`src/rtl/core/rbd_pkg.sv`:
```
// shared types, constants and helpers for the ring buffer deque
package rbd_pkg;

	localparam int CAPACITY    = 16;
	localparam int DATA_WIDTH  = 32;
	localparam int IDX_W       = $clog2(CAPACITY);
	localparam int CNT_W       = $clog2(CAPACITY + 1);

	localparam int ACTION_W    = 3;
	localparam int VALUE_W     = 32;
	localparam int POS_W       = 4;
	localparam int DOUT_W      = 32;
	localparam int COUNT_W     = 5;
	localparam int STATUS_W    = 2;
	localparam int SUM_W       = ((IDX_W > POS_W) ? IDX_W : POS_W) + 1;

	localparam int IN_TDATA_W  = 40;
	localparam int OUT_TDATA_W = 104;
	localparam int RES_W       = 3 * DOUT_W + COUNT_W + STATUS_W;

	localparam int CMDQ_DEPTH  = 2;
	localparam int CMDQ_PTR_W  = $clog2(CMDQ_DEPTH);

	typedef enum logic [ACTION_W-1:0] {
		ACT_PUSH_FRONT = 3'd0,
		ACT_PUSH_BACK  = 3'd1,
		ACT_POP_FRONT  = 3'd2,
		ACT_POP_BACK   = 3'd3,
		ACT_READ       = 3'd4,
		ACT_CLEAR      = 3'd5
	} action_t;

	typedef enum logic [6:0] {
		K_PUSH_FRONT = 7'b0000001,
		K_PUSH_BACK  = 7'b0000010,
		K_POP_FRONT  = 7'b0000100,
		K_POP_BACK   = 7'b0001000,
		K_READ       = 7'b0010000,
		K_CLEAR      = 7'b0100000,
		K_NOP        = 7'b1000000
	} cmd_kind_t;

	typedef enum logic [STATUS_W-1:0] {
		STAT_OK    = 2'd0,
		STAT_FULL  = 2'd1,
		STAT_EMPTY = 2'd2,
		STAT_RANGE = 2'd3
	} status_t;

	typedef struct packed {
		cmd_kind_t             kind;
		logic [DATA_WIDTH-1:0] value;
		logic [POS_W-1:0]      position;
	} cmd_t;

	typedef struct packed {
		status_t             status;
		logic [COUNT_W-1:0]  entry_count;
		logic [DOUT_W-1:0]   back_value;
		logic [DOUT_W-1:0]   front_value;
		logic [DOUT_W-1:0]   data_out;
	} result_t;

	function automatic logic [DATA_WIDTH-1:0] to_data(input logic [VALUE_W-1:0] v);
		logic [63:0] w;
		w = 64'(v);
		return w[DATA_WIDTH-1:0];
	endfunction

	function automatic logic [DOUT_W-1:0] to_out(input logic [DATA_WIDTH-1:0] d);
		logic [63:0] w;
		w = 64'(d);
		return w[DOUT_W-1:0];
	endfunction

	function automatic logic [IDX_W-1:0] idx_next(input logic [IDX_W-1:0] p);
		return (p == IDX_W'(CAPACITY - 1)) ? '0 : p + IDX_W'(1);
	endfunction

	function automatic logic [IDX_W-1:0] idx_prev(input logic [IDX_W-1:0] p);
		return (p == '0) ? IDX_W'(CAPACITY - 1) : p - IDX_W'(1);
	endfunction

endpackage

```
`src/rtl/core/rbd_front.sv`:
```
// input side: takes beats and decodes the action into a command
module rbd_front import rbd_pkg::*; (
	input  logic                  clk,
	input  logic                  arst_n,
	input  logic                  s_axis_tvalid,
	output logic                  s_axis_tready,
	input  logic [IN_TDATA_W-1:0] s_axis_tdata,  // action, value, position
	output cmd_t                  cmd,
	output logic                  cmd_valid,
	input  logic                  cmd_ready
);

	action_t   action;
	cmd_kind_t kind;
	logic      seen_q;

	assign action = action_t'(s_axis_tdata[ACTION_W-1:0]);

	always_comb begin
		unique case (action)
			ACT_PUSH_FRONT: kind = K_PUSH_FRONT;
			ACT_PUSH_BACK:  kind = K_PUSH_BACK;
			ACT_POP_FRONT:  kind = K_POP_FRONT;
			ACT_POP_BACK:   kind = K_POP_BACK;
			ACT_READ:       kind = K_READ;
			ACT_CLEAR:      kind = K_CLEAR;
			default:        kind = K_NOP;
		endcase
	end

	// hold off input until the release of reset has been registered
	always_ff @(posedge clk or negedge arst_n) begin
		if (!arst_n) begin
			seen_q <= 1'b0;
		end else begin
			seen_q <= 1'b1;
		end
	end

	assign cmd.kind     = kind;
	assign cmd.value    = to_data(s_axis_tdata[ACTION_W +: VALUE_W]);
	assign cmd.position = s_axis_tdata[ACTION_W + VALUE_W +: POS_W];
	assign cmd_valid    = s_axis_tvalid && seen_q;
	assign s_axis_tready = cmd_ready && seen_q;

endmodule

```
`src/rtl/core/rbd_cmd_fifo.sv`:
```
// short command queue between decode and execution
module rbd_cmd_fifo import rbd_pkg::*; (
	input  logic clk,
	input  logic arst_n,
	input  cmd_t in_cmd,
	input  logic in_valid,
	output logic in_ready,
	output cmd_t out_cmd,
	output logic out_valid,
	input  logic out_ready
);

	cmd_t                  slot_q [CMDQ_DEPTH];
	logic [CMDQ_PTR_W-1:0] wr_ptr_q;
	logic [CMDQ_PTR_W-1:0] rd_ptr_q;
	logic [CMDQ_PTR_W:0]   fill_q;
	logic                  push;
	logic                  pop;

	assign in_ready  = (fill_q != (CMDQ_PTR_W+1)'(CMDQ_DEPTH));
	assign out_valid = (fill_q != '0);
	assign out_cmd   = slot_q[rd_ptr_q];
	assign push      = in_valid && in_ready;
	assign pop       = out_valid && out_ready;

	always_ff @(posedge clk) begin
		if (push) begin
			slot_q[wr_ptr_q] <= in_cmd;
		end
	end

	always_ff @(posedge clk or negedge arst_n) begin
		if (!arst_n) begin
			wr_ptr_q <= '0;
			rd_ptr_q <= '0;
			fill_q   <= '0;
		end else begin
			if (push) begin
				wr_ptr_q <= (wr_ptr_q == CMDQ_PTR_W'(CMDQ_DEPTH - 1)) ? '0 : wr_ptr_q + 1'b1;
			end
			if (pop) begin
				rd_ptr_q <= (rd_ptr_q == CMDQ_PTR_W'(CMDQ_DEPTH - 1)) ? '0 : rd_ptr_q + 1'b1;
			end
			if (push && !pop) begin
				fill_q <= fill_q + 1'b1;
			end else if (pop && !push) begin
				fill_q <= fill_q - 1'b1;
			end
		end
	end

endmodule

```
`src/rtl/core/rbd_exec.sv`:
```
// execution side: entry store, pointers, end values and result register
module rbd_exec import rbd_pkg::*; (
	input  logic    clk,
	input  logic    arst_n,
	input  cmd_t    cmd,
	input  logic    cmd_valid,
	output logic    cmd_ready,
	output result_t res,
	output logic    res_valid,
	input  logic    res_ready
);

	typedef enum logic [1:0] {
		EX_IDLE = 2'b01,
		EX_WAIT = 2'b10
	} exec_state_t;

	exec_state_t           state_q, state_n;
	logic [IDX_W-1:0]      head_q, head_n;
	logic [IDX_W-1:0]      tail_q, tail_n;
	logic [CNT_W-1:0]      count_q, count_n;
	logic [DATA_WIDTH-1:0] front_q, front_n;
	logic [DATA_WIDTH-1:0] back_q, back_n;
	cmd_kind_t             pend_kind_q, pend_kind_n;
	logic [DATA_WIDTH-1:0] pop_data_q, pop_data_n;
	result_t               res_q;
	logic                  res_valid_q;

	logic [DATA_WIDTH-1:0] mem [CAPACITY];
	logic [DATA_WIDTH-1:0] rd_data_q;
	logic                  wr_en, rd_en;
	logic [IDX_W-1:0]      wr_addr, rd_addr;
	logic [DATA_WIDTH-1:0] wr_data;

	logic                  slot_free, issue, finish, load_res;
	logic [DATA_WIDTH-1:0] data_n;
	status_t               status_n;
	logic [SUM_W-1:0]      slot_sum;

	assign slot_free = !res_valid_q || res_ready;
	assign cmd_ready = (state_q == EX_IDLE) && slot_free;
	assign issue     = cmd_valid && cmd_ready;
	assign finish    = (state_q == EX_WAIT) && slot_free;

	always_comb begin
		slot_sum = SUM_W'(head_q) + SUM_W'(cmd.position);
		if (slot_sum >= SUM_W'(CAPACITY)) begin
			slot_sum = slot_sum - SUM_W'(CAPACITY);
		end
	end

	always_comb begin
		state_n     = state_q;
		head_n      = head_q;
		tail_n      = tail_q;
		count_n     = count_q;
		front_n     = front_q;
		back_n      = back_q;
		pend_kind_n = pend_kind_q;
		pop_data_n  = pop_data_q;
		wr_en       = 1'b0;
		wr_addr     = '0;
		wr_data     = cmd.value;
		rd_en       = 1'b0;
		rd_addr     = '0;
		load_res    = 1'b0;
		data_n      = '0;
		status_n    = STAT_OK;

		if (issue) begin
			load_res = 1'b1;
			case (cmd.kind) inside
				K_PUSH_FRONT, K_PUSH_BACK: begin
					if (count_q == CNT_W'(CAPACITY)) begin
						status_n = STAT_FULL;
					end else if (count_q == '0) begin
						head_n  = '0;
						tail_n  = '0;
						wr_en   = 1'b1;
						wr_addr = '0;
						count_n = CNT_W'(1);
						front_n = cmd.value;
						back_n  = cmd.value;
					end else if (cmd.kind == K_PUSH_FRONT) begin
						head_n  = idx_prev(head_q);
						wr_en   = 1'b1;
						wr_addr = idx_prev(head_q);
						count_n = count_q + 1'b1;
						front_n = cmd.value;
					end else begin
						tail_n  = idx_next(tail_q);
						wr_en   = 1'b1;
						wr_addr = idx_next(tail_q);
						count_n = count_q + 1'b1;
						back_n  = cmd.value;
					end
				end
				K_POP_FRONT, K_POP_BACK: begin
					if (count_q == '0) begin
						status_n = STAT_EMPTY;
					end else begin
						data_n  = (cmd.kind == K_POP_FRONT) ? front_q : back_q;
						count_n = count_q - 1'b1;
						if (count_q == CNT_W'(1)) begin
							head_n = '0;
							tail_n = '0;
						end else begin
							// new end value is read from the store into a register and taken up in the wait state
							load_res    = 1'b0;
							state_n     = EX_WAIT;
							pend_kind_n = cmd.kind;
							pop_data_n  = data_n;
							rd_en       = 1'b1;
							if (cmd.kind == K_POP_FRONT) begin
								head_n  = idx_next(head_q);
								rd_addr = idx_next(head_q);
							end else begin
								tail_n  = idx_prev(tail_q);
								rd_addr = idx_prev(tail_q);
							end
						end
					end
				end
				K_READ: begin
					if (32'(cmd.position) >= 32'(count_q)) begin
						status_n = STAT_RANGE;
					end else begin
						load_res    = 1'b0;
						state_n     = EX_WAIT;
						pend_kind_n = K_READ;
						rd_en       = 1'b1;
						rd_addr     = slot_sum[IDX_W-1:0];
					end
				end
				K_CLEAR: begin
					head_n  = '0;
					tail_n  = '0;
					count_n = '0;
				end
				default: begin
				end
			endcase
		end else if (finish) begin
			load_res = 1'b1;
			state_n  = EX_IDLE;
			case (pend_kind_q) inside
				K_POP_FRONT: begin
					front_n = rd_data_q;
					data_n  = pop_data_q;
				end
				K_POP_BACK: begin
					back_n = rd_data_q;
					data_n = pop_data_q;
				end
				default: begin
					data_n = rd_data_q;
				end
			endcase
		end
	end

	always_ff @(posedge clk) begin
		if (wr_en) begin
			mem[wr_addr] <= wr_data;
		end
		if (rd_en) begin
			rd_data_q <= mem[rd_addr];
		end
	end

	always_ff @(posedge clk) begin
		front_q    <= front_n;
		back_q     <= back_n;
		pop_data_q <= pop_data_n;
		if (load_res) begin
			res_q.data_out    <= to_out(data_n);
			res_q.front_value <= (count_n == '0) ? '0 : to_out(front_n);
			res_q.back_value  <= (count_n == '0) ? '0 : to_out(back_n);
			res_q.entry_count <= COUNT_W'(count_n);
			res_q.status      <= status_n;
		end
	end

	always_ff @(posedge clk or negedge arst_n) begin
		if (!arst_n) begin
			state_q     <= EX_IDLE;
			head_q      <= '0;
			tail_q      <= '0;
			count_q     <= '0;
			pend_kind_q <= K_NOP;
			res_valid_q <= 1'b0;
		end else begin
			state_q     <= state_n;
			head_q      <= head_n;
			tail_q      <= tail_n;
			count_q     <= count_n;
			pend_kind_q <= pend_kind_n;
			if (load_res) begin
				res_valid_q <= 1'b1;
			end else if (res_ready) begin
				res_valid_q <= 1'b0;
			end
		end
	end

	assign res       = res_q;
	assign res_valid = res_valid_q;

endmodule

```
`src/rtl/core/ring_buffer_deque_top.sv`:
```
// top level of the ring buffer deque
// A double-ended queue of 16 words in a circular store. Each input beat carries an action
// (push front or back, pop front or back, read at a position from the front, clear) and
// produces exactly one output beat with the popped or read word, the front and back words
// after the step, the entry count and a status. A two-beat command queue sits between the
// decoder and the execution unit. Push, clear, refused actions and unused codes complete
// on issue in the execution unit; a pop that leaves entries behind and a read in range
// pass through a wait state, since the synchronous store read that fetches the new end word
// or the addressed word is registered before use. A finished result waits in the output
// register while the next command is already queued.
module ring_buffer_deque_top import rbd_pkg::*; (
	input  logic                   clk,
	input  logic                   arst_n,
	input  logic                   s_axis_tvalid,
	output logic                   s_axis_tready,
	input  logic [IN_TDATA_W-1:0]  s_axis_tdata,  // action, value, position
	output logic                   m_axis_tvalid,
	input  logic                   m_axis_tready,
	output logic [OUT_TDATA_W-1:0] m_axis_tdata   // data_out, front_value, back_value, entry_count, status
);

	cmd_t    dec_cmd, q_cmd;
	logic    dec_valid, dec_ready;
	logic    q_valid, q_ready;
	result_t res;

	rbd_front u_front (
		.clk           (clk),
		.arst_n        (arst_n),
		.s_axis_tvalid (s_axis_tvalid),
		.s_axis_tready (s_axis_tready),
		.s_axis_tdata  (s_axis_tdata),
		.cmd           (dec_cmd),
		.cmd_valid     (dec_valid),
		.cmd_ready     (dec_ready)
	);

	rbd_cmd_fifo u_cmd_fifo (
		.clk       (clk),
		.arst_n    (arst_n),
		.in_cmd    (dec_cmd),
		.in_valid  (dec_valid),
		.in_ready  (dec_ready),
		.out_cmd   (q_cmd),
		.out_valid (q_valid),
		.out_ready (q_ready)
	);

	rbd_exec u_exec (
		.clk       (clk),
		.arst_n    (arst_n),
		.cmd       (q_cmd),
		.cmd_valid (q_valid),
		.cmd_ready (q_ready),
		.res       (res),
		.res_valid (m_axis_tvalid),
		.res_ready (m_axis_tready)
	);

	assign m_axis_tdata = {(OUT_TDATA_W - RES_W)'(0), res};

	assert property (@(posedge clk) disable iff (!arst_n)
		m_axis_tvalid |-> res.entry_count <= COUNT_W'(CAPACITY))
		else $error("entry count above capacity");

	assert property (@(posedge clk) disable iff (!arst_n)
		m_axis_tvalid && res.status == STAT_FULL |-> res.entry_count == COUNT_W'(CAPACITY))
		else $error("full status while not full");

	assert property (@(posedge clk) disable iff (!arst_n)
		m_axis_tvalid && res.status == STAT_EMPTY |-> res.entry_count == '0 && res.data_out == '0)
		else $error("empty status with entries or data");

	assert property (@(posedge clk) disable iff (!arst_n)
		m_axis_tvalid && res.entry_count == '0 |-> res.front_value == '0 && res.back_value == '0)
		else $error("end values not zero when empty");

endmodule
```
`config.mk`:
```
export PLATFORM = sky130hd
export DESIGN_NAME = ring_buffer_deque_top
export DESIGN_NICKNAME = d
export VERILOG_FILES = /design/src/rtl/core/rbd_pkg.sv /design/src/rtl/core/rbd_front.sv /design/src/rtl/core/rbd_cmd_fifo.sv /design/src/rtl/core/rbd_exec.sv /design/src/rtl/core/ring_buffer_deque_top.sv
export SDC_FILE = /design/constraint.sdc
export NUM_CORES = 1
export LEC_CHECK = 0
export BUFFER_PORTS_ARGS = -buffer_cell sky130_fd_sc_hd__buf_2
export CORE_MARGIN = 2
export CORE_UTILIZATION = 50
export CTS_CLUSTER_SIZE = 14
export DETAILED_ROUTE_END_ITERATION = 7
export PLACE_DENSITY_LB_ADDON = 0.3
export SYNTH_ARGS = -nofsm -noshare
export SYNTH_HDL_FRONTEND = slang
export SYNTH_SLANG_ARGS = --single-unit
```
`constraint.sdc`:
```
create_clock -name clk -period 13.16 [get_ports clk]
set_input_delay 1.316 -clock clk [delete_from_list [all_inputs] [get_ports clk]]
set_output_delay 1.316 -clock clk [all_outputs]
set_load 0.01 [all_outputs]
```
==> impl_metrics.toml, run 1 <==
[yosys]
synth_xor_area_share_pct = 0.441
yosys.area_share.simple_pct = 9.17
postSynth.asyncResetShare_pct = 3.27
synth.distinct_cells = 72
synth_flop_cell = "edfxtp_1"
synth.area.mux_share_pct = 5.46
ys_seq_area_share_pct = 71.5
synth_nets = 2682
synth_top_family_by_area = "simple AND/OR/NAND/NOR gates"
ys_ff_latch = 857
synth_fa_ha_area_share_pct = 0.631
syn_inst = 2621
avgSynthCellArea_um2 = 13.3
synth_edf_count = 765
synth_area_um2 = 34900
synth_compound_area_share_pct = 8.75
yosysWarningCount = 0

[floorplanning]
pin_count = 150
die_x_um = 268
core_area_um2 = 68800
chipHeight_um = 268
initial_utilization_pct = 50.7
num_rows = 96
die-area_um2 = 72000

[sta]
post-route-period-util_pct = 47.5
fmax_mhz = 160
setup_violations = 0
finClkSkew_ns = 0.0241
slew_viol_final = 0
worst_pin_slew_ns = 1.23
grt_setup_unrepaired = "no"
maxSlewHeadroom_pct = 17.6
finalHoldViolCount = 0
fin_tns_setup_ns = 0
finalCriticalPeriod_ns = 6.26

[pwr]
ir_drop_uv = 111
power_density_nw_per_um2 = 140
total_power_mw = 5.53
p_leak_nw = 13.8

[clocking]
cts-root-buf = "clkbuf_16"
cts.path.max_buffers = 3
cts_resized = 0
cts.sinks = 857
insertion_delay_ns = 0.64
holdBufCountCts = 0
post_cts_buffers = 0
cts_tree = "built"
numCtsBuffers = 85
h-tree-depth = 3
clk_pin_slew_ns = 0.06

[run_status]
status = "complete, no violations"

[worst_setup_path]
r2r_cells = 11
start_kind = "register"
cp.arrival_ns = 6.68
crit_type = "reg -> reg"
crit_path_end_kind = "register"
cp_max_fo = 78
crit_required_ns = 13.58
rrSetupSlack_ns = 6.90

[finish]
drive_above_1_share_pct = 15.4
area_delta_synth_final_pct = 12.9
final_cell_count_no_fill = 3748
final_area_um2 = 39400
nets = 2808
fin_util_pct = 57.3

[run]
drv_cap = 0

[routing]
ant_nets = 0
route.detailed.drc = 0
via_per_inst = 5.95
wl_per_cell_um = 24.1
firstDrtPassIters = 6
vias = 22300
wl_mm = 90.3
drt_iter0_drc = 2730

[global_routing]
grt_max_degree = 86
grt_overflow = 0
grt_pass1_wl_mm = 133
grt_antenna_before_repair = 1
grt_pass1_vias = 21800
gr-usage-all-layers_pct = 24.9

[placed_design]
dpl.hpwl_mm = 49.4
dp.cells = 3591
gp_congestion = 0.895
placed_area_um2 = 36700
numPortBuffers = 147

[worst_hold_path]
hold-path-cell-count = 2
min-delay-path-class = "reg -> reg"
## cells in the mapped netlist, types with 7 or more instances
cell type | n | share of area, %
a21oi_1 | 62 | 0.89
a221oi_1 | 18 | 0.45
a22o_1 | 15 | 0.38
a22oi_1 | 37 | 0.80
a31oi_1 | 81 | 1.5
and2_1 | 8 | 0.14
and3_1 | 7 | 0.13
buf_1 | 15 | 0.16
buf_2 | 20 | 0.29
buf_4 | 9 | 0.19
buf_6 | 10 | 0.32
clkbuf_1 | 103 | 1.1
dfrtp_1 | 26 | 1.9
dfxtp_1 | 64 | 3.7
edfxtp_1 | 765 | 66
ha_1 | 16 | 0.57
inv_1 | 180 | 1.9
mux2_2 | 59 | 1.9
mux2i_1 | 124 | 3.6
nand2_1 | 256 | 2.8
nand3_1 | 134 | 1.9
nor2_1 | 191 | 2.1
nor3_1 | 76 | 1.1
nor3b_1 | 11 | 0.24
o211ai_1 | 64 | 1.4
o21ai_0 | 147 | 2.1
o21ai_1 | 21 | 0.30
or3_1 | 7 | 0.13
xnor2_1 | 12 | 0.30
## power by group
part / leakage [nW] / total (mW) / switching [mW] / internal (mW)
sequential: 7.59 / 3.03 / 0.0159 / 3.01
combinational: 4.88 / 0.145 / 0.114 / 0.0313
clock: 1.34 / 2.35 / 1.02 / 1.33
total: 13.8 / 5.53 / 1.15 / 4.38
## final cells by class
type / instances / area, µm²
multi-input cells: 1425 / 8780
flip-flops and latches: 857 / 25000
fillers: 5306 / 29400
inverters: 181 / 679
clock inverters: 48 / 407
well taps: 931 / 1160
clock buffers: 108 / 2320
repair buffers: 197 / 1110
diodes: 1 / 2.50
## sequential cells by signal (all words and copies together) (netlist names)
register             count
u_cmd_fifo.slot_q       86
u_cmd_fifo.rd_ptr_q      1
u_cmd_fifo.fill_q        2
u_exec.back_q           32
u_exec.front_q          32
u_exec.pend_kind_q       7
u_exec.res_valid         1
u_cmd_fifo.wr_ptr_q      1
u_exec.tail_q            4
u_exec.count_q           5
u_exec.pop_data_q       32
u_exec.head_q            4
u_exec.state_q           2
u_front.seen_q           1
u_exec.res             103
u_exec.mem             512
u_exec.rd_data_q        32
## worst max-delay path: stages (launching register included)
cell      delay [ns]
dfrtp_2         0.33
buf_4           0.71
or4b_1          0.59
a222oi_1        0.34
buf_4           0.60
mux2i_1         0.41
a22oi_2         0.09
buf_4           0.33
nor2_4          0.80
buf_4           1.00
mux2_2          0.43
a22oi_1         0.30
## kinds of logic (layout without fill, tap and decap cells)
family	after synthesis	in the layout
AOI/OAI and AO/OA	486	486
xor gates and xnor gates	16	16
adders and majority gates	17	17
buffers and inverters	339	534
DFF	857	857
muxes	183	183
other	2	3
and+or+nand+nor	721	721
## stage by stage
step                      hold slack (ns)  setup WS [ns]
final                               0.471           6.90
after global routing                0.489           6.64
after CTS                           0.470           7.01
after detailed placement            0.455           7.01
after global placement              0.444           7.06
after floorplan                     0.430           2.00
## cells in the final DEF (no fill, tap or decap), types with 4 or more instances in the layout
cell       synthesis  layout
o31ai_1            6       5
nor3b_1           11       8
nor2_1           191     172
or3_1              7       7
dfrtp_1           26      25
inv_6              0       4
clkinv_1           1      17
o221ai_1           4       4
edfxtp_1         765     765
a22oi_1           37      37
clkbuf_1         103      15
clkbuf_8           0       6
nand2_1          256     256
mux2_2            59      59
nor3_2             2       4
nand3_1          134     134
clkinv_2           0      16
a31oi_1           81      81
nand2b_1           4       4
o21ai_1           21      19
and2_1             8       8
xnor2_1           12      12
ha_1              16      16
and3_1             7       6
dfxtp_1           64      64
nor2_4             0      18
o21ai_0          147     147
buf_2             20     147
a21oi_1           62      61
clkbuf_16          0      87
a221oi_1          18      18
buf_4              9      50
nor3_1            76      73
o211ai_1          64      64
inv_1            180     179
bufinv_16          0       4
mux2i_1          124     124
a22o_1            15      14
## path summary, 6_finish.rpt
kind,start,to
max in group asynchronous,arst_n,u_cmd_fifo.rd_ptr_q
max reg2reg,u_cmd_fifo.rd_ptr_q,u_exec.rd_data_q[12]
min,u_exec.front_q[22],u_exec.front_q[22]
min reg2reg,u_exec.front_q[22],u_exec.front_q[22]
max,u_cmd_fifo.rd_ptr_q,u_exec.rd_data_q[12]
min in group asynchronous,arst_n,u_exec.count_q[4]
## metal layers
layer	global-route usage, %	up-vias	part of all wire (%)
met1	34.8	11000	41
met2	40.2	1225	47
met3	3.56	172	9.6
li1	-	9906	-
met5	0	-	0
met4	8.29	0	2.4
(Power assumes the default switching activity.)
==> run 2, diff against run 1 <==
- ABC_AREA: unset -> 1
- clock period: 13.16 -> 6.1 ns (I/O delays scaled with it)
==> impl_metrics.toml, run 2 <==
[run_status]
status = "complete, no violations"

[finish]
layout_common_cells = "765 x edfxtp_1, 540 x nand2_1, 534 x nand3_1"
filler_cell_count = 6222
reg_top3 = "u_exec.mem (512), u_exec.res (103), u_cmd_fifo.slot_q (86)"
nets = 3685
regMostFlops = "u_exec.mem"
final_cell_count_no_fill = 4670
final_area_um2 = 42400
largest_reg_flops = 512
drive_above_1_share_pct = 11.8
area_delta_synth_final_pct = 11.4
fin_util_pct = 56.0
layout_commonest_cell = "edfxtp_1"

[clocking]
insertion_delay_ns = 0.65
cts_tree = "built"
cts.sinks = 857
cts-root-buf = "clkbuf_16"
post_cts_buffers = 0
numCtsBuffers = 87
cts.path.max_buffers = 3
clk_pin_slew_ns = 0.06
holdBufCountCts = 0
cts_resized = 0
h-tree-depth = 3

[floorplanning]
die_x_um = 280
core_area_um2 = 75700
num_rows = 101
pin_count = 150
chipHeight_um = 280
initial_utilization_pct = 50.3
die-area_um2 = 78400

[sta]
slew_viol_final = 0
fin_tns_setup_ns = 0
worst_pin_slew_ns = 1.36
worst_slack_ns = 1.05
finalCriticalPeriod_ns = 5.05
fmax_mhz = 198
finalHoldViolCount = 0
setup_violations = 0
maxSlewHeadroom_pct = 8.12
grt_setup_unrepaired = "no"
post-route-period-util_pct = 82.8
finClkSkew_ns = 0.0247

[yosys]
synth.most_common_cell = "edfxtp_1"
synth_flop_cell = "edfxtp_1"
synth_top_area_cell = "edfxtp_1"
synth_commonest_cells = "765 x edfxtp_1, 542 x nand2_1, 535 x nand3_1"
yosysWarningCount = 0
ys_ff_latch = 857
ys_seq_area_share_pct = 65.5
synth_nets = 3609
postSynth.asyncResetShare_pct = 3.27
synth_top_area_share_pct = 60.3
syn_inst = 3548
synth_edf_count = 765
synthTopCellsByArea = "edfxtp_1 60%, nand3_1 7.0%, nand2_1 5.3%, inv_1 5.2%, nand3b_1 3.8%"
synth_area_um2 = 38100
synth.distinct_cells = 45
avgSynthCellArea_um2 = 10.7

[worst_setup_path]
crit_type = "reg -> reg"
start_kind = "register"
cp_max_fo = 37
reg2reg_from = "u_cmd_fifo.rd_ptr_q"
r2r_cells = 16
crit_start = "u_cmd_fifo.rd_ptr_q"
crit_required_ns = 6.49
r2r_end = "u_exec.rd_data_q[19]"
cp.arrival_ns = 5.44
rrSetupSlack_ns = 1.05
crit_path_end_kind = "register"

[run]
drv_cap = 0

[pwr]
ir_drop_uv = 400
power_density_nw_per_um2 = 412
p_leak_nw = 17.1

[placed_design]
placed_area_um2 = 39700
dpl.hpwl_mm = 55.3
gp_congestion = 0.891
dp.cells = 4513
numPortBuffers = 147
pre_cts_ws_ns = 1.14

[routing]
drt_iter0_drc = 3276
route.detailed.drc = 0
firstDrtPassIters = 6
wl_mm = 97.8
via_per_inst = 5.64
ant_nets = 0
vias = 26300
wl_per_cell_um = 20.9

[global_routing]
grt_pass1_vias = 25300
grt_antenna_before_repair = 2
grt_pass1_wl_mm = 149
grt_max_degree = 148
grt_overflow = 0
gr-usage-all-layers_pct = 24.8

[worst_hold_path]
min-delay-path-class = "in -> async"
-- run 2: final cells by class --
| cell class | instances | area [µm²] | share of cell area [%] |
|---|---|---|---|
| sequential | 857 | 25000 | 58.8 |
| inverter | 566 | 2140 | 5.04 |
| timing repair buffer | 201 | 1220 | 2.87 |
| tap | 978 | 1220 | 2.88 |
| multi-input combinational | 1911 | 10200 | 24.0 |
| antenna | 1 | 2.50 | 0.00590 |
| clock inverter | 48 | 407 | 0.959 |
| clock buffer | 108 | 2310 | 5.44 |
-- run 2: power breakdown --
part           switching (mW)  internal, mW  leakage, nW
sequential              0.323          7.71         7.84
combinational            3.25          1.07         7.89
clock                    2.22          2.90         1.34
total                    5.79          11.7         17.1
-- run 2: cell families (layout without fill, tap and decap cells) --
| family | after synthesis | count (layout) | synth area share [%] |
|---|---|---|---|
| AO/OA/AOI/OAI | 420 | 420 | 6.32 |
| XOR/XNOR | 14 | 14 | 0.322 |
| adder cells (fa/ha/maj) | 17 | 17 | 0.578 |
| buffers and inverters | 780 | 923 | 8.43 |
| flip-flops | 857 | 857 | 65.5 |
| multiplexers | 10 | 10 | 0.266 |
| other | 2 | 3 | 0.0197 |
| AND/OR/NAND/NOR | 1448 | 1448 | 18.5 |
-- run 2: critical path: stages (launching register included) --
cell and delay, ns:
dfrtp_2 0.65, inv_6 0.22, or2_2 0.33, o21ai_0 0.14
inv_1 0.12, ha_1 0.29, nand2_1 0.05, nor3_1 0.26
nor3_1 0.12, nand2_1 0.32, nor2_1 0.14, o21ai_4 0.15
buf_4 0.52, inv_1 0.76, buf_4 0.45, nand3_1 0.13
nand2_1 0.07
-- run 2: how the worst max path moves through the flow --
| stage | cells after the start | endpoint |
|---|---|---|
| 6_report | 16 | u_exec.rd_data_q[19] |
| 5_1_grt | 16 | u_exec.rd_data_q[19] |
| 4_1_cts | 16 | u_exec.rd_data_q[19] |
| 3_5_place_dp | 16 | u_exec.rd_data_q[19] |
| 3_3_place_gp | 16 | u_exec.rd_data_q[18] |
| 2_1_floorplan | 14 | u_exec.res[0] |
-- run 2: through the flow --
stage / total power, mW / hold WS [ns]
after global placement: 12.3 / 0.451
after floorplan: 10.8 / 0.314
after global routing: 18.2 / 0.0690
after detailed placement: 12.4 / 0.461
after CTS: 17.5 / 0.0111
final: 17.5 / 0.0216
-- run 2: metal layers --
metal | vias up | track usage, % | routed length [µm]
met5 | - | 0 | 0
met4 | 0 | 7.17 | 2000
met3 | 166 | 4.02 | 8470
met2 | 1177 | 41.0 | 46300
met1 | 12700 | 34.1 | 41000
li1 | 12300 | - | -
